### config.mk
export PLATFORM = sky130hd
export DESIGN_NAME = modbus_coil_bank_unit
export DESIGN_NICKNAME = d
export VERILOG_FILES = /design/src/rtl/mcb_pkg.sv /design/src/rtl/modbus_coil_bank_unit.sv /design/src/rtl/mcb_front.sv /design/src/rtl/mcb_queue.sv /design/src/rtl/mcb_back.sv
export SDC_FILE = /design/constraint.sdc
export NUM_CORES = 1
export LEC_CHECK = 0
export ABC_AREA = 1
export BUFFER_PORTS_ARGS = -buffer_cell sky130_fd_sc_hd__buf_2
export CORE_ASPECT_RATIO = 1.75
export CORE_MARGIN = 2
export CORE_UTILIZATION = 45
export CTS_CLUSTER_SIZE = 8
export DETAILED_ROUTE_END_ITERATION = 12
export SLEW_MARGIN = 10
export SYNTH_ARGS = -nofsm -noshare
export SYNTH_HDL_FRONTEND = slang
export SYNTH_HIERARCHICAL = 1
export SYNTH_SLANG_ARGS = --single-unit
### constraint.sdc
create_clock -name clk -period 4 [get_ports clk]
set_clock_uncertainty 0.05 [all_clocks]
set_input_delay 0.8 -clock clk [delete_from_list [all_inputs] [get_ports clk]]
set_output_delay 0.8 -clock clk [all_outputs]
set_load 0.01 [all_outputs]
### src/rtl/mcb_pkg.sv
// Shared types, codes and constants of the Modbus coil bank.
`timescale 1ns / 1ps
`default_nettype none

package mcb_pkg;

    // Default and limits of the coil bank size
    localparam int MAX_COILS_DEF = 256;
    localparam int ROW_W_DEF     = 5;

    // Port widths
    localparam int IN_DATA_W  = 56;
    localparam int IN_USER_W  = 2;
    localparam int OUT_DATA_W = 16;
    localparam int CC_W       = 9;

    // Field widths
    localparam int QTY_W  = 11;
    localparam int STAT_W = 2;
    localparam int BC_W   = 6;
    localparam int CNT_W  = 5;

    localparam logic [8:0]  COIL_COUNT_RST = 9'd256;
    localparam logic [15:0] QTY_LIMIT      = 16'h07D0;
    localparam logic [7:0]  COIL_ON        = 8'hFF;
    localparam logic [7:0]  COIL_OFF       = 8'h00;

    // Request commands
    localparam logic [1:0] CMD_READ    = 2'd0;
    localparam logic [1:0] CMD_WSINGLE = 2'd1;
    localparam logic [1:0] CMD_WMULTI  = 2'd2;
    localparam logic [1:0] CMD_NONE    = 2'd3;

    // Response status codes
    localparam logic [1:0] STAT_OK   = 2'd0;
    localparam logic [1:0] STAT_QTY  = 2'd1;
    localparam logic [1:0] STAT_ADDR = 2'd2;

    // Operation kinds handed from front to back
    localparam logic [1:0] K_REJ   = 2'd0;
    localparam logic [1:0] K_READ  = 2'd1;
    localparam logic [1:0] K_WRITE = 2'd2;

    // Classified operation; the row index travels beside it
    typedef struct packed {
        logic [1:0]       kind;
        logic [1:0]       status;
        logic [2:0]       off;
        logic [7:0]       mask;
        logic [7:0]       data;
        logic [QTY_W-1:0] qty;
    } mcb_op_t;

endpackage

`default_nettype wire

### src/rtl/modbus_coil_bank_unit.sv
// Modbus coil bank: read coils, write single coil and write multiple coil chunks.
//
// The front end checks each request word in the cycle it arrives and places it in a
// two-entry queue, so words are taken every cycle while the queue has room; command 3
// words are taken and dropped. The back end executes one queued operation at a time
// against a coil memory of (MAX_COILS+7)/8 rows with per-row valid bits, so there is
// no clearing pass after reset. A rejected request gives its single word through the output
// register. A write (single coil or multiple chunk) reads both rows of the coil window,
// writes the low row, then writes the high row with the reply; a read issues a memory
// read and then packs, once per returned byte. This sequence is set by the single memory
// write port and the registered read.
// Output words wait in a register and the back end stalls while it is full.
`timescale 1ns / 1ps
`default_nettype none

module modbus_coil_bank_unit #(
    parameter int MAX_COILS = mcb_pkg::MAX_COILS_DEF
) (
    input  wire logic                           clk,
    input  wire logic                           rst_n,
    input  wire logic                           coil_count_we,
    input  wire logic [mcb_pkg::CC_W-1:0]       coil_count_wdata,
    input  wire logic                           s_tvalid,
    output logic                                s_tready,
    // start_address[15:0], quantity[31:16], coil_value[39:32], data_byte[47:40],
    // byte_number[55:48]
    input  wire logic [mcb_pkg::IN_DATA_W-1:0]  s_tdata,
    // cmd[1:0]
    input  wire logic [mcb_pkg::IN_USER_W-1:0]  s_tuser,
    output logic                                m_tvalid,
    input  wire logic                           m_tready,
    // status[1:0], read_byte[9:2], byte_count[15:10]
    output logic [mcb_pkg::OUT_DATA_W-1:0]      m_tdata,
    output logic                                m_tlast
);
    import mcb_pkg::*;

    localparam int STORE_BYTES = (MAX_COILS + 7) / 8;
    localparam int ROW_W       = (STORE_BYTES > 1) ? $clog2(STORE_BYTES) : 1;

    mcb_op_t          f_op;
    logic [ROW_W-1:0] f_row;
    logic             f_push;
    logic             q_full;
    mcb_op_t          q_op;
    logic [ROW_W-1:0] q_row;
    logic             q_valid;
    logic             q_pop;

    mcb_front #(
        .MAX_COILS (MAX_COILS),
        .ROW_W     (ROW_W)
    ) u_front (
        .clk              (clk),
        .rst_n            (rst_n),
        .coil_count_we    (coil_count_we),
        .coil_count_wdata (coil_count_wdata),
        .s_tvalid         (s_tvalid),
        .s_tready         (s_tready),
        .s_tdata          (s_tdata),
        .s_tuser          (s_tuser),
        .full             (q_full),
        .push             (f_push),
        .op               (f_op),
        .row              (f_row)
    );

    mcb_queue #(
        .ROW_W (ROW_W)
    ) u_queue (
        .clk     (clk),
        .rst_n   (rst_n),
        .push    (f_push),
        .op_in   (f_op),
        .row_in  (f_row),
        .full    (q_full),
        .pop     (q_pop),
        .q_valid (q_valid),
        .op_out  (q_op),
        .row_out (q_row)
    );

    mcb_back #(
        .MAX_COILS (MAX_COILS),
        .ROW_W     (ROW_W)
    ) u_back (
        .clk      (clk),
        .rst_n    (rst_n),
        .q_valid  (q_valid),
        .op       (q_op),
        .row      (q_row),
        .pop      (q_pop),
        .m_tvalid (m_tvalid),
        .m_tready (m_tready),
        .m_tdata  (m_tdata),
        .m_tlast  (m_tlast)
    );

endmodule

`default_nettype wire

### src/rtl/mcb_front.sv
// Request front end: coil_count register, request checks and write mask setup.
`timescale 1ns / 1ps
`default_nettype none

module mcb_front #(
    parameter int MAX_COILS = mcb_pkg::MAX_COILS_DEF,
    parameter int ROW_W     = mcb_pkg::ROW_W_DEF
) (
    input  wire logic                          clk,
    input  wire logic                          rst_n,
    input  wire logic                          coil_count_we,
    input  wire logic [mcb_pkg::CC_W-1:0]      coil_count_wdata,
    input  wire logic                          s_tvalid,
    output logic                               s_tready,
    input  wire logic [mcb_pkg::IN_DATA_W-1:0] s_tdata,
    input  wire logic [mcb_pkg::IN_USER_W-1:0] s_tuser,
    input  wire logic                          full,
    output logic                               push,
    output mcb_pkg::mcb_op_t                   op,
    output logic [ROW_W-1:0]                   row
);
    import mcb_pkg::*;

    localparam int CW = $clog2(MAX_COILS + 1);
    localparam int UW = (CW > CC_W) ? CW : CC_W;

    logic [CC_W-1:0] coil_count_reg;
    logic [UW-1:0]   cc_ext;
    logic [UW-1:0]   max_ext;
    logic [UW-1:0]   used;
    logic [16:0]     used17;
    logic [1:0]      cmd;
    logic [15:0]     start;
    logic [15:0]     qty;
    logic [7:0]      cval;
    logic [7:0]      dbyte;
    logic [7:0]      bnum;
    logic [16:0]     sum17;
    logic [15:0]     row16;
    logic [15:0]     row_mul;
    logic [15:0]     bn8;
    logic [15:0]     remm;
    logic [7:0]      mmask;
    logic            qty_bad;

    // Coil count register
    always_ff @(posedge clk or negedge rst_n)
    begin
        if (!rst_n)
        begin
            coil_count_reg <= COIL_COUNT_RST;
        end
        else if (coil_count_we)
        begin
            coil_count_reg <= coil_count_wdata;
        end
    end

    // Coils in use, limited to the bank size
    assign cc_ext  = UW'(coil_count_reg);
    assign max_ext = UW'(MAX_COILS);
    assign used    = (cc_ext > max_ext) ? max_ext : cc_ext;
    assign used17  = 17'(used);

    // Word fields
    assign cmd   = s_tuser;
    assign start = s_tdata[15:0];
    assign qty   = s_tdata[31:16];
    assign cval  = s_tdata[39:32];
    assign dbyte = s_tdata[47:40];
    assign bnum  = s_tdata[55:48];

    assign sum17   = {1'b0, start} + {1'b0, qty};
    assign qty_bad = (qty == 16'd0) || (qty > QTY_LIMIT);

    // Row and mask of a write multiple chunk
    assign row16   = {3'b000, start[15:3]};
    assign row_mul = row16 + {8'h00, bnum};
    assign bn8     = {5'b00000, bnum, 3'b000};
    assign remm    = qty - bn8;
    always_comb
    begin
        if (qty <= bn8)
        begin
            mmask = 8'h00;
        end
        else if (remm >= 16'd8)
        begin
            mmask = 8'hFF;
        end
        else
        begin
            mmask = 8'((9'd1 << remm[2:0]) - 9'd1);
        end
    end

    // Classification
    always_comb
    begin
        op.kind   = K_REJ;
        op.status = STAT_OK;
        op.off    = start[2:0];
        op.mask   = 8'h00;
        op.data   = 8'h00;
        op.qty    = qty[QTY_W-1:0];
        row       = row16[ROW_W-1:0];
        case (cmd)
            CMD_WSINGLE:
            begin
                if (cval != COIL_OFF && cval != COIL_ON)
                begin
                    op.status = STAT_QTY;
                end
                else if (17'(start) >= used17)
                begin
                    op.status = STAT_ADDR;
                end
                else
                begin
                    op.kind = K_WRITE;
                    op.mask = 8'h01;
                    op.data = (cval == COIL_ON) ? 8'hFF : 8'h00;
                end
            end
            CMD_READ, CMD_WMULTI:
            begin
                if (qty_bad)
                begin
                    op.status = STAT_QTY;
                end
                else if (sum17 > used17)
                begin
                    op.status = STAT_ADDR;
                end
                else if (cmd == CMD_READ)
                begin
                    op.kind = K_READ;
                end
                else
                begin
                    op.kind = K_WRITE;
                    op.mask = mmask;
                    op.data = dbyte;
                    row     = row_mul[ROW_W-1:0];
                end
            end
            default:
            begin
                op.kind = K_REJ;
            end
        endcase
    end

    // Unused command words are taken and dropped
    assign s_tready = !full;
    assign push     = s_tvalid && s_tready && (cmd != CMD_NONE);

endmodule

`default_nettype wire

### src/rtl/mcb_queue.sv
// Two-entry operation queue between front end and back end.
`timescale 1ns / 1ps
`default_nettype none

module mcb_queue #(
    parameter int ROW_W = mcb_pkg::ROW_W_DEF
) (
    input  wire logic             clk,
    input  wire logic             rst_n,
    input  wire logic             push,
    input  wire mcb_pkg::mcb_op_t op_in,
    input  wire logic [ROW_W-1:0] row_in,
    output logic                  full,
    input  wire logic             pop,
    output logic                  q_valid,
    output mcb_pkg::mcb_op_t      op_out,
    output logic [ROW_W-1:0]      row_out
);
    import mcb_pkg::*;

    localparam int DEPTH = 2;

    mcb_op_t          op_mem  [DEPTH];
    logic [ROW_W-1:0] row_mem [DEPTH];
    logic             wr_ptr_reg;
    logic             rd_ptr_reg;
    logic [1:0]       cnt_reg;
    logic             do_push;
    logic             do_pop;

    assign full    = (cnt_reg == 2'(DEPTH));
    assign q_valid = (cnt_reg != 2'd0);
    assign do_push = push && !full;
    assign do_pop  = pop && q_valid;
    assign op_out  = op_mem[rd_ptr_reg];
    assign row_out = row_mem[rd_ptr_reg];

    // Entry storage
    always_ff @(posedge clk)
    begin
        if (do_push)
        begin
            op_mem[wr_ptr_reg]  <= op_in;
            row_mem[wr_ptr_reg] <= row_in;
        end
    end

    // Pointers and fill count
    always_ff @(posedge clk or negedge rst_n)
    begin
        if (!rst_n)
        begin
            wr_ptr_reg <= 1'b0;
            rd_ptr_reg <= 1'b0;
            cnt_reg    <= 2'd0;
        end
        else
        begin
            if (do_push)
            begin
                wr_ptr_reg <= !wr_ptr_reg;
            end
            if (do_pop)
            begin
                rd_ptr_reg <= !rd_ptr_reg;
            end
            if (do_push && !do_pop)
            begin
                cnt_reg <= cnt_reg + 2'd1;
            end
            else if (do_pop && !do_push)
            begin
                cnt_reg <= cnt_reg - 2'd1;
            end
        end
    end

endmodule

`default_nettype wire

### src/rtl/mcb_back.sv
// Back end: coil memory, read packing, read-modify-write and output register.
`timescale 1ns / 1ps
`default_nettype none

module mcb_back #(
    parameter int MAX_COILS = mcb_pkg::MAX_COILS_DEF,
    parameter int ROW_W     = mcb_pkg::ROW_W_DEF
) (
    input  wire logic                           clk,
    input  wire logic                           rst_n,
    input  wire logic                           q_valid,
    input  wire mcb_pkg::mcb_op_t               op,
    input  wire logic [ROW_W-1:0]               row,
    output logic                                pop,
    output logic                                m_tvalid,
    input  wire logic                           m_tready,
    output logic [mcb_pkg::OUT_DATA_W-1:0]      m_tdata,
    output logic                                m_tlast
);
    import mcb_pkg::*;

    localparam int STORE_BYTES = (MAX_COILS + 7) / 8;

    localparam logic [2:0] S_IDLE     = 3'd0;
    localparam logic [2:0] S_RD_ISSUE = 3'd1;
    localparam logic [2:0] S_RD_DATA  = 3'd2;
    localparam logic [2:0] S_WR_ISSUE = 3'd3;
    localparam logic [2:0] S_WR_LO    = 3'd4;
    localparam logic [2:0] S_WR_HI    = 3'd5;

    // Coil memory, one row of eight coils per entry
    logic [7:0]             coil_mem [STORE_BYTES];
    logic [STORE_BYTES-1:0] vld_reg;
    logic [7:0]             rd_lo_reg;
    logic [7:0]             rd_hi_reg;
    logic                   rd_lo_v_reg;
    logic                   rd_hi_v_reg;

    logic [2:0]       state_reg, state_next;
    logic [ROW_W-1:0] row_reg, row_next;
    logic [2:0]       off_reg, off_next;
    logic [7:0]       mask_reg, mask_next;
    logic [7:0]       data_reg, data_next;
    logic [QTY_W-1:0] rem_reg, rem_next;
    logic [CNT_W-1:0] cnt_reg, cnt_next;
    logic [BC_W-1:0]  bc_reg, bc_next;

    logic              out_valid_reg;
    logic [STAT_W-1:0] out_status_reg;
    logic [7:0]        out_byte_reg;
    logic [BC_W-1:0]   out_bc_reg;
    logic              out_last_reg;

    logic              out_free;
    logic              out_load;
    logic [STAT_W-1:0] out_status;
    logic [7:0]        out_byte;
    logic [BC_W-1:0]   out_bc;
    logic              out_last;

    logic [ROW_W:0]   hi_ext;
    logic             hi_in;
    logic [ROW_W-1:0] hi_idx;
    logic [7:0]       lo_byte;
    logic [7:0]       hi_byte;
    logic [15:0]      pair_sh;
    logic [7:0]       rd_mask;
    logic [7:0]       rd_byte;
    logic             rd_last;
    logic [15:0]      wmask16;
    logic [15:0]      wdata16;
    logic [7:0]       new_lo;
    logic [7:0]       new_hi;
    logic [11:0]      nbytes;
    logic             we;
    logic [ROW_W-1:0] waddr;
    logic [7:0]       wdata;

    // Second row of a coil window, if it exists
    assign hi_ext = {1'b0, row_reg} + {{ROW_W{1'b0}}, 1'b1};
    assign hi_in  = (hi_ext < (ROW_W + 1)'(STORE_BYTES));
    assign hi_idx = hi_in ? hi_ext[ROW_W-1:0] : '0;

    // Memory write port and two registered read ports
    always_ff @(posedge clk)
    begin
        if (we)
        begin
            coil_mem[waddr] <= wdata;
        end
        rd_lo_reg   <= coil_mem[row_reg];
        rd_hi_reg   <= coil_mem[hi_idx];
        rd_lo_v_reg <= vld_reg[row_reg];
        rd_hi_v_reg <= hi_in && vld_reg[hi_idx];
    end

    // Row valid bits; an unwritten row reads as zero
    always_ff @(posedge clk or negedge rst_n)
    begin
        if (!rst_n)
        begin
            vld_reg <= '0;
        end
        else if (we)
        begin
            vld_reg[waddr] <= 1'b1;
        end
    end

    assign lo_byte = rd_lo_v_reg ? rd_lo_reg : 8'h00;
    assign hi_byte = rd_hi_v_reg ? rd_hi_reg : 8'h00;

    // Read packing: window shift and quantity mask
    assign pair_sh = {hi_byte, lo_byte} >> off_reg;
    always_comb
    begin
        if (rem_reg >= QTY_W'(8))
        begin
            rd_mask = 8'hFF;
        end
        else
        begin
            rd_mask = 8'((9'd1 << rem_reg[2:0]) - 9'd1);
        end
    end
    assign rd_byte = pair_sh[7:0] & rd_mask;
    assign rd_last = (rem_reg <= QTY_W'(8)) || (cnt_reg == {CNT_W{1'b1}});

    // Write merge over the two rows
    assign wmask16 = {8'h00, mask_reg} << off_reg;
    assign wdata16 = {8'h00, data_reg} << off_reg;
    assign new_lo  = (lo_byte & ~wmask16[7:0]) | (wdata16[7:0] & wmask16[7:0]);
    assign new_hi  = (hi_byte & ~wmask16[15:8]) | (wdata16[15:8] & wmask16[15:8]);

    assign nbytes   = (12'(op.qty) + 12'd7) >> 3;
    assign out_free = !out_valid_reg || m_tready;

    // Sequencer
    always_comb
    begin
        state_next = state_reg;
        row_next   = row_reg;
        off_next   = off_reg;
        mask_next  = mask_reg;
        data_next  = data_reg;
        rem_next   = rem_reg;
        cnt_next   = cnt_reg;
        bc_next    = bc_reg;
        pop        = 1'b0;
        we         = 1'b0;
        waddr      = row_reg;
        wdata      = new_lo;
        out_load   = 1'b0;
        out_status = STAT_OK;
        out_byte   = 8'h00;
        out_bc     = '0;
        out_last   = 1'b1;
        case (state_reg)
            S_IDLE:
            begin
                if (q_valid)
                begin
                    if (op.kind == K_REJ)
                    begin
                        if (out_free)
                        begin
                            pop        = 1'b1;
                            out_load   = 1'b1;
                            out_status = op.status;
                        end
                    end
                    else
                    begin
                        pop        = 1'b1;
                        row_next   = row;
                        off_next   = op.off;
                        mask_next  = op.mask;
                        data_next  = op.data;
                        rem_next   = op.qty;
                        cnt_next   = '0;
                        bc_next    = nbytes[BC_W-1:0];
                        state_next = (op.kind == K_READ) ? S_RD_ISSUE : S_WR_ISSUE;
                    end
                end
            end
            S_RD_ISSUE:
            begin
                state_next = S_RD_DATA;
            end
            S_RD_DATA:
            begin
                if (out_free)
                begin
                    out_load = 1'b1;
                    out_byte = rd_byte;
                    out_bc   = bc_reg;
                    out_last = rd_last;
                    if (rd_last)
                    begin
                        state_next = S_IDLE;
                    end
                    else
                    begin
                        row_next   = row_reg + ROW_W'(1);
                        rem_next   = rem_reg - QTY_W'(8);
                        cnt_next   = cnt_reg + CNT_W'(1);
                        state_next = S_RD_ISSUE;
                    end
                end
            end
            S_WR_ISSUE:
            begin
                state_next = S_WR_LO;
            end
            S_WR_LO:
            begin
                we         = (wmask16[7:0] != 8'h00);
                state_next = S_WR_HI;
            end
            S_WR_HI:
            begin
                if (out_free)
                begin
                    we         = (wmask16[15:8] != 8'h00) && hi_in;
                    waddr      = hi_idx;
                    wdata      = new_hi;
                    out_load   = 1'b1;
                    state_next = S_IDLE;
                end
            end
            default:
            begin
                state_next = S_IDLE;
            end
        endcase
    end

    // Sequencer state
    always_ff @(posedge clk or negedge rst_n)
    begin
        if (!rst_n)
        begin
            state_reg <= S_IDLE;
        end
        else
        begin
            state_reg <= state_next;
        end
    end

    // Working registers of the current operation
    always_ff @(posedge clk)
    begin
        row_reg  <= row_next;
        off_reg  <= off_next;
        mask_reg <= mask_next;
        data_reg <= data_next;
        rem_reg  <= rem_next;
        cnt_reg  <= cnt_next;
        bc_reg   <= bc_next;
    end

    // Output register
    always_ff @(posedge clk or negedge rst_n)
    begin
        if (!rst_n)
        begin
            out_valid_reg <= 1'b0;
        end
        else if (out_load)
        begin
            out_valid_reg <= 1'b1;
        end
        else if (m_tready)
        begin
            out_valid_reg <= 1'b0;
        end
    end

    always_ff @(posedge clk)
    begin
        if (out_load)
        begin
            out_status_reg <= out_status;
            out_byte_reg   <= out_byte;
            out_bc_reg     <= out_bc;
            out_last_reg   <= out_last;
        end
    end

    assign m_tvalid = out_valid_reg;
    assign m_tdata  = {out_bc_reg, out_byte_reg, out_status_reg};
    assign m_tlast  = out_last_reg;

endmodule

`default_nettype wire

## Yosys cells after proc, flatten, opt, wreduce, memory -nomap -nowiden

Memory sizes are Yosys's and may differ from the RTL's. A register that Yosys moved wholly into a read port is not among the register bits.
Cells that the tools add are included.

| cells by class | value |
|---|---|
| add/subtract/negate cells | 12 |
| $lt $le $gt $ge | 13 |
| equal/unequal tests | 18 |
| shifts and indexed selects | 5 |
| muxes and demuxes | 78 |
| bitwise gates (word level) | 11 |
| reduce and logical (&&, ||, !) cells | 37 |

Operators with widths:

| kind | number |
|---|---|
| two-way mux 5 bit | 15 |
| two-way mux 16 bit | 4 |
| two-way mux 8 bit | 8 |
| two-way mux 11 bit | 4 |
| bitwise AND 8 bit | 5 |
| bitwise OR 32 bit | 1 |
| case mux 16 bit (2 select lines) | 1 |
| left shift 8 x 3 -> 16 bit | 2 |
| two-way mux 2 bit | 12 |
| nonzero test 8 bit | 3 |
| case mux 11 bit (2 select lines) | 1 |
| case mux 5 bit (2 select lines) | 2 |
| < comparator 5 x 6 -> 1 bit, second input constant | 3 |
| two-way mux 9 bit | 2 |
| case mux 3 bit (6 select lines) | 1 |
| adder 16 x 16 -> 17 bit | 1 |
| > comparator 17 x 9 -> 1 bit | 1 |
| two-way mux 1 bit | 17 |
| greater-or-equal comparator 16 x 4 -> 1 bit, second input constant | 1 |
| greater-or-equal comparator 16 x 9 -> 1 bit | 1 |
| > comparator 16 x 11 -> 1 bit, second input constant | 1 |
| less-or-equal comparator 16 x 11 -> 1 bit | 1 |
| zero test 16 bit | 1 |
| inverter 8 bit | 2 |
| 44 further kinds | 84 |

| storage, ports and cells | value |
|---|---|
| bits in registers | 114 |
| bits in writable memories | 334 |
| input bits | 72 |
| output and inout port bits | 19 |
| word-level logic and storage cells | 197 |
| memories | 3 |

Memories:

| name | depth | width | rd ports | clocked after memory_dff | write ports | line | text |
|---|---|---|---|---|---|---|---|
| u_back.coil_mem | 32 | 8 | 2 | 2 | 1 | mcb_back.sv:32 | `logic [7:0] coil_mem [STORE_BYTES];` |
| u_queue.op_mem | 2 | 34 | 1 | 0 | 1 | mcb_queue.sv:23 | `mcb_op_t op_mem [DEPTH];` |
| u_queue.row_mem | 2 | 5 | 1 | 0 | 1 | mcb_queue.sv:24 | `logic [ROW_W-1:0] row_mem [DEPTH];` |

## Depth between registers and ports, before layout

Gate-level depths: netlist (run 1).

| logic depth | value |
|---|---|
| depth after elaboration | 10 |
| depth in mapped cells | 23 |
| gate-level depth less buffers | 23 |

## Hierarchy

The synthesis (run 1) kept the hierarchy.

By module, submodules not included:

| module | times used | cells an instance | area each (µm²) | seq. area each (µm²) |
|---|---|---|---|---|
| mcb_back | 1 | 2192 | 19268.5 | 10840.4 |
| mcb_front | 1 | 557 | 3191.8 | 226.5 |
| mcb_queue | 1 | 236 | 3115.5 | 2442.3 |

## Worst setup path after synthesis (run 1)

OpenSTA, ideal clock, no wires.

| timing | value |
|---|---|
| path kind | input to register |
| start point | input port s_tdata[0] (netlist name) |
| end point | memory u_queue/row_mem[0][3] (netlist name) (data pin) |
| setup time | 0.269 ns |
| arrival time | 2.975 ns |
| required time | 3.681 ns |
| setup slack | 0.705 ns |
| cell stages on the path | 22 |
| path buffers | 0 |
| cell sequence | ha_1 > inv_1 > fa_1 > inv_1 > nand3_1 > nand3_1 > xor2_1 > ha_1 > nand2_1 > inv_1 > nand2_1 > nand2_1 > nand2_1 > nand2_1 > nand2_1 > nand2_1 > nand2_1 > nand3_2 > nor2_4 > nand3_4 > nand2_1 > o21ai_0 |

| on the way | value |
|---|---|
| cells in the longest elaborated chain, start to end | 5 |

Ends and longest elaborated chain:

| item | line | text |
|---|---|---|
| start: declaration | modbus_coil_bank_unit.sv:27 | `input wire logic [mcb_pkg::IN_DATA_W-1:0] s_tdata,` |
| adder 16 x 16 -> 17 bit | mcb_front.sv:73 | `assign sum17 = {1'b0, start} + {1'b0, qty};` |
| > comparator 17 x 9 -> 1 bit | mcb_front.sv:131 | `else if (sum17 > used17)` |
| two-way mux 5 bit | mcb_front.sv:131 |  |
| two-way mux 5 bit | mcb_front.sv:127 | `if (qty_bad)` |
| two-way mux 5 bit | mcb_front.sv:107 | `case (cmd)` |
| via f_row[3] | modbus_coil_bank_unit.sv:42 | `logic [ROW_W-1:0] f_row;` |
| end: declaration | mcb_queue.sv:24 |  |

The timed path passes the listed nets, and every way through them passes these cells.

==> results of run 1 <==
-- kinds of logic after synthesis --
| logic type | count (synthesis) | synth area share [%] |
|---|---|---|
| simple gates | 1547 | 25.4 |
| flops | 464 | 52.8 |
| buf+inv | 435 | 7.55 |
| compound gates | 427 | 9.30 |
| fa+ha+maj | 55 | 2.78 |
| mux | 31 | 1.24 |
| xor+xnor | 26 | 0.890 |
-- placed cells by master, fill, tap and decap left out, types with 4 or more instances in the layout --
cell type	n
mux2i_1	25
buf_12	4
xor2_1	19
nand4_1	61
o211ai_1	35
a31oi_1	4
dfxtp_1	18
nor2_4	5
inv_1	250
xnor2_1	7
clkbuf_1	38
nand2_2	10
o21ai_1	4
edfxtp_1	397
o21ai_0	175
inv_2	9
ha_1	51
nor3_1	14
dfrtp_1	48
nand2_1	920
nor2_2	8
buf_2	90
clkinv_1	6
buf_4	57
nor4_1	7
a211oi_1	10
o22ai_1	38
a21oi_1	132
mux2_2	6
clkbuf_16	69
nand3_1	298
and2_1	5
nor2_1	208
o31ai_1	4
-- through the flow --
stage	area, um^2	hold WS, ps	power (mW)	std cells
after floorplan	25600	380	14.6	2985
after global placement	26600	397	18.7	3730
after detailed placement	26600	410	18.9	3730
after CTS	28600	331	24.4	3846
after global routing	28600	370	25.8	3846
final	28600	310	24.5	3846
-- where the power goes --
| part | leakage, nW | switching [mW] | internal [mW] | total (mW) |
|---|---|---|---|---|
| Combinational | 7.07 | 8.82 | 3.01 | 11.8 |
| Sequential | 4.29 | 0.417 | 6.82 | 7.24 |
| Clock | 0.966 | 2.15 | 3.30 | 5.45 |
-- per-layer routing --
layer	global-route usage, %	vias up	share of wire, %
met1	29.5	10300	34
met5	0	-	0.013
met4	20.4	2	7.7
met3	4.11	278	5.7
li1	-	10200	-
met2	53.2	934	53
-- critical path: stages, from the launching register on --
cell	delay, ps
edfxtp_1	410
buf_4	270
nor2_4	850
clkinv_1	700
a21oi_1	340
a211oi_1	100
nand2_1	290
nand2_1	110
o22ai_1	230
-- area by class of cell --
cell class              count  share of cell area, %
clock inverters             8                  0.472
well taps                 760                   3.32
multi-input cells        2086                   35.5
inverters                 269                   3.59
clock buffers             108                   6.57
flip-flops and latches    464                   47.2
repair buffers            151                   3.35
-- final timing paths --
| check | depth (start not counted) | startpoint | endpoint |
|---|---|---|---|
| worst max register to register | 8 | u_back/row_reg[1]$_DFFE_PP_ | u_back/rd_lo_reg[6]$_DFF_P_ |
| max in group asynchronous | 2 | rst_n | u_back/vld_reg[7]$_DFFE_PN0P_ |
| worst min-delay path | 1 | rst_n | u_front/cc_ext[3]$_DFFE_PN0P_ |
| worst max-delay path | 8 | u_back/row_reg[1]$_DFFE_PP_ | u_back/rd_lo_reg[6]$_DFF_P_ |
| min in group clk | 3 | coil_count_wdata[0] | u_front/cc_ext[0]$_DFFE_PN0P_ |
| worst min register to register | 2 | u_back/vld_reg[20]$_DFFE_PN0P_ | u_back/vld_reg[20]$_DFFE_PN0P_ |
==> qor.txt, run 1 <==
Ports: 91
clk buf depth: 3
CTS Sinks: 464
H-tree depth: 3
Nets: 3167
number of distinct library cells after synthesis: 57
register area share after synthesis: 52.8%
first-pass GRT wire length: 127 mm
Die ar.: 58800 um^2
max reg flops: 256
Period Utilization, post-route: 86.6%
synthesis-to-finish area growth: 12.0%
worst rel slew slack: 30.7%
setup TNS: 0 ps
worst reg-to-reg setup slack: 540 ps
via count: 21800
DRC Markers: 0
Mean Syn Cell Area: 8.57 um^2
area used by multi-input combinational logic: 10200 um^2
routed wire length: 84.0 mm
CP arrival: 3910 ps
Least-Margin Pin Slew: 1040 ps
DR pass1 iterations: 8
Post-CTS Hold Buffers: 0
Avg WL per Cell: 21.8 um
layout cells sized above 1: 9.33%
Filler cells: 5200
status: finished clean
Overflow after GRT: 0
via density per instance: 5.66
CP required: 4440 ps
top-area cell type share of the netlist area: 46.6%
CTS tree: built
DRT iter0 DRCs: 1781
root buffer selected by CTS: clkbuf_16
Storage cell area: 13500 um^2
CP Launch Type: flop
number of global-route vias before repair: 22000
# setup viols final: 0
port bufs: 90
crit end category: flop
pre-CTS setup slack: 87.5 ps
dpl hpwl: 58.9 mm
Initial Util: 45.5%
Die Span Y: 319 um
fin util: 50.9%
top cells by area, synth: edfxtp_1 47%, nand2_1 14%, nand3_1 5.8%
Site Rows: 115
LEAKAGE: 12.3 nW
cts repair resizes: 0
Synth Net Count: 3112
top_reg_cell synth: edfxtp_1
unrepaired setup endpoints after global routing: false
asr flop ratio synth: 10.6%
clock buffer count from CTS: 68
antenna violations before repair: 1
Post-synth EDFFs: 397
count leader, synth: nand2_1
pin count of the biggest net entering global routing: 126
post-route setup slack: 536 ps
antenna cells: 0
critical path fanouts, max: 28
global-route usage over all layers: 28.9%
Die X-Extent: 184 um
Clock transition at path regs: 60 ps
worst vdd ir: 0.614 mV
RD Place Congestion: 0.972
Core Region: 56300 um^2
MaxCap Viol Count: 0
Syn Std Cell Area: 25600 um^2
Mapped Cells: 2985
Worst Hold Class: input port to asynchronous set/reset pin
Post-CTS Setup Bufs: 0
Ys Warns: 6
leading area contributor after synthesis: edfxtp_1
ANT nets after route: 0
Power Dens Cells: 856 nW/um^2
crit path kind: flop to flop
Seq cells post-synth: 464
fin crit period: 3460 ps
Skew-Pair Late Insertion Delay: 600 ps
Hold Violations, Final: 0
top cells by count, synth: 921 x nand2_1, 397 x edfxtp_1, 298 x nand3_1
fin. max-slew vios: 0
Max Fclk: 289 MHz
Power figures use the tool's default switching activity.
==> inputs of run 2 (changes only) <==
==> constraint.sdc (replaced) <==
create_clock -name clk -period 3.7 [get_ports clk]
set_clock_uncertainty 0.05 [all_clocks]
set_input_delay 0.74 -clock clk [delete_from_list [all_inputs] [get_ports clk]]
set_output_delay 0.74 -clock clk [all_outputs]
set_load 0.01 [all_outputs]
==> qor.txt, run 2 (synthesized netlist as in run 1, its figures left out) <==
status: finished clean
DRT iter0 DRCs: 1725 (-3.1%)
pin count of the biggest net entering global routing: 115 (-8.7%)
H-tree depth: 3 (unchanged)
placed cell count: 3759 (+0.78%)
via count: 21900 (+0.59%)
CP Launch Type: flop
Core Region: 56300 um^2 (unchanged)
Logic pwr share: 48.7% (+0.5 points)
Sw Pwr: 12.3 mW (+8.3%)
Worst Hold Class: input port to asynchronous set/reset pin
Reg2Reg Depth: 10 (+2)
fin. max-slew vios: 0 (unchanged)
Initial Util: 45.5% (unchanged)
clock buffer count from CTS: 68 (unchanged)
Power Dens Cells: 920 nW/um^2 (+7.4%)
Site Rows: 115 (unchanged)
Post-CTS Setup Bufs: 0 (unchanged)
CP required: 3950 ps (-490 ps)
P_int: 14.2 mW (+8.0%)
MaxCap Viol Count: 0 (unchanged)
Final Total Pwr: 26.5 mW (+8.1%)
fin crit period: 3350 ps (-117 ps)
max reg flops: 256 (unchanged)
most common cell after layout, fill and taps aside: nand2_1
routed wire length: 84.9 mm (+1.1%)
DR pass1 iterations: 6 (-2)
cts repair resizes: 0 (unchanged)
Overflow after GRT: 0 (unchanged)
Post-CTS Hold Buffers: 0 (unchanged)
placed cell areas: 26800 um^2 (+0.77%)
ANT nets after route: 0 (unchanged)
non-filler instance count after layout: 3877 (+0.81%)
Skew-Pair Late Insertion Delay: 610 ps (about the same)
clk buf depth: 3 (unchanged)
Period Utilization, post-route: 90.5% (+3.9 points)
antenna violations before repair: 2 (+1)
Max Fclk: 299 MHz (+3.5%)
antenna cells: 0 (unchanged)
worst vdd ir: 0.972 mV (+58%)
dpl hpwl: 60.8 mm (+3.2%)
sequential share of power: 29.4% (about the same)
RD Place Congestion: 0.951 (-2.1%)
Design Area, Final: 28800 um^2 (+0.63%)
Switching Share: 46.5% (+0.071 points)
synthesis-to-finish area growth: 12.7%
CTS Sinks: 464 (unchanged)
most frequent cells in the layout: 920 x nand2_1, 397 x edfxtp_1, 298 x nand3_1
crit end category: flop
clock network fraction of design power: 21.9% (-0.3 points)
Least-Margin Pin Slew: 1100 ps (+57.6 ps)
Die Span Y: 319 um (unchanged)
Ports: 91 (unchanged)
global-route usage over all layers: 29.1% (+0.26 points)
number of global-route vias before repair: 21600 (-1.8%)
layout cells sized above 1: 10.1% (+0.81 points)
first-pass GRT wire length: 127 mm (+0.14%)
port bufs: 90 (unchanged)
CTS tree: built
unrepaired setup endpoints after global routing: false
post-route setup slack: 353 ps (-183 ps)
setup TNS: 0 ps (unchanged)
worst rel slew slack: 27.0% (-3.7 points)
CP arrival: 3600 ps (-310 ps)
Avg WL per Cell: 21.9 um (+0.32%)
via density per instance: 5.64 (-0.21%)
root buffer selected by CTS: clkbuf_16
DRC Markers: 0 (unchanged)
Die X-Extent: 184 um (unchanged)
Die ar.: 58800 um^2 (unchanged)
crit path kind: flop to flop
Clock transition at path regs: 50 ps (about the same)
pre-CTS setup slack: -159 ps (-247 ps)
Nets: 3196 (+0.92%)
critical path fanouts, max: 32 (+14%)
# setup viols final: 0 (unchanged)
Hold Violations, Final: 0 (unchanged)
LEAKAGE: 12.4 nW (+0.98%)
-- run 2: changes by cell type in the layout (fill, tap and decap cells not counted), sizes merged --
cell    change
clkbuf      +3
buf        +29
bufinv      -1
-- run 2: final cells by class --
type | instances | area [um^2]
Fill cell | 5250 | 27400
Sequential cell | 464 | 13500
Multi-Input combinational cell | 2086 | 10200
Clock buffer | 111 | 1880
Timing Repair Buffer | 180 | 1160
Inverter | 269 | 1030
Tap cell | 760 | 951
Clock inverter | 7 | 110
-- run 2: through the flow --
| stage | hold slack [ps] | utilization, % |
|---|---|---|
| 5_1_grt | 306 | 51.2 |
| 3_5_place_dp | 407 | 47.7 |
| 6_report | 265 | 51.2 |
| 4_1_cts | 274 | 51.2 |
| 3_3_place_gp | 397 | 47.7 |
| 2_1_floorplan | 380 | - |
-- run 2: layer usage --
layer | track usage (%) | part of all wire [%] | vias to the layer above
met1 | 29.4 | 33 | 10400
met2 | 54.0 | 53 | 914
met5 | 0 | 0.032 | -
met3 | 4.09 | 5.6 | 287
met4 | 21.0 | 8.0 | 4
li1 | - | - | 10300
-- run 2: power groups by stage --
stage | Clock, mW | Sequential, mW | Combinational (mW)
after floorplan | 0 | 7.77 | 8.05
after global placement | 0 | 7.86 | 12.5
after detailed placement | 0 | 7.87 | 12.6
after CTS | 5.89 | 7.79 | 12.7
after global routing | 6.09 | 7.86 | 13.9
final | 5.81 | 7.79 | 12.9
-- run 2: final timing paths --
kind                                                 from                              end  slack (ps)
min                                                 rst_n    u_front/cc_ext[6]$_DFFE_PN0P_         260
max in group asynchronous                           rst_n   u_back/vld_reg[21]$_DFFE_PN0P_        2530
min reg2reg                u_back/vld_reg[20]$_DFFE_PN0P_   u_back/vld_reg[20]$_DFFE_PN0P_         420
max                           u_back/off_reg[1]$_DFFE_PP_  u_back/coil_mem[6][4]$_DFFE_PP_         350
max reg2reg                   u_back/off_reg[1]$_DFFE_PP_  u_back/coil_mem[6][4]$_DFFE_PP_         350
min in group clk                      coil_count_wdata[0]    u_front/cc_ext[0]$_DFFE_PN0P_         300
-- run 2: critical path: stages (launching register included) --
cell and delay [ps]:
edfxtp_1 370, inv_1 640, nand3_1 220, nand3_1 150, nand2_1 110, nor2_1 200
nand3_1 220, nand2_1 140, nand2_2 360, nand2_1 330, inv_1 250
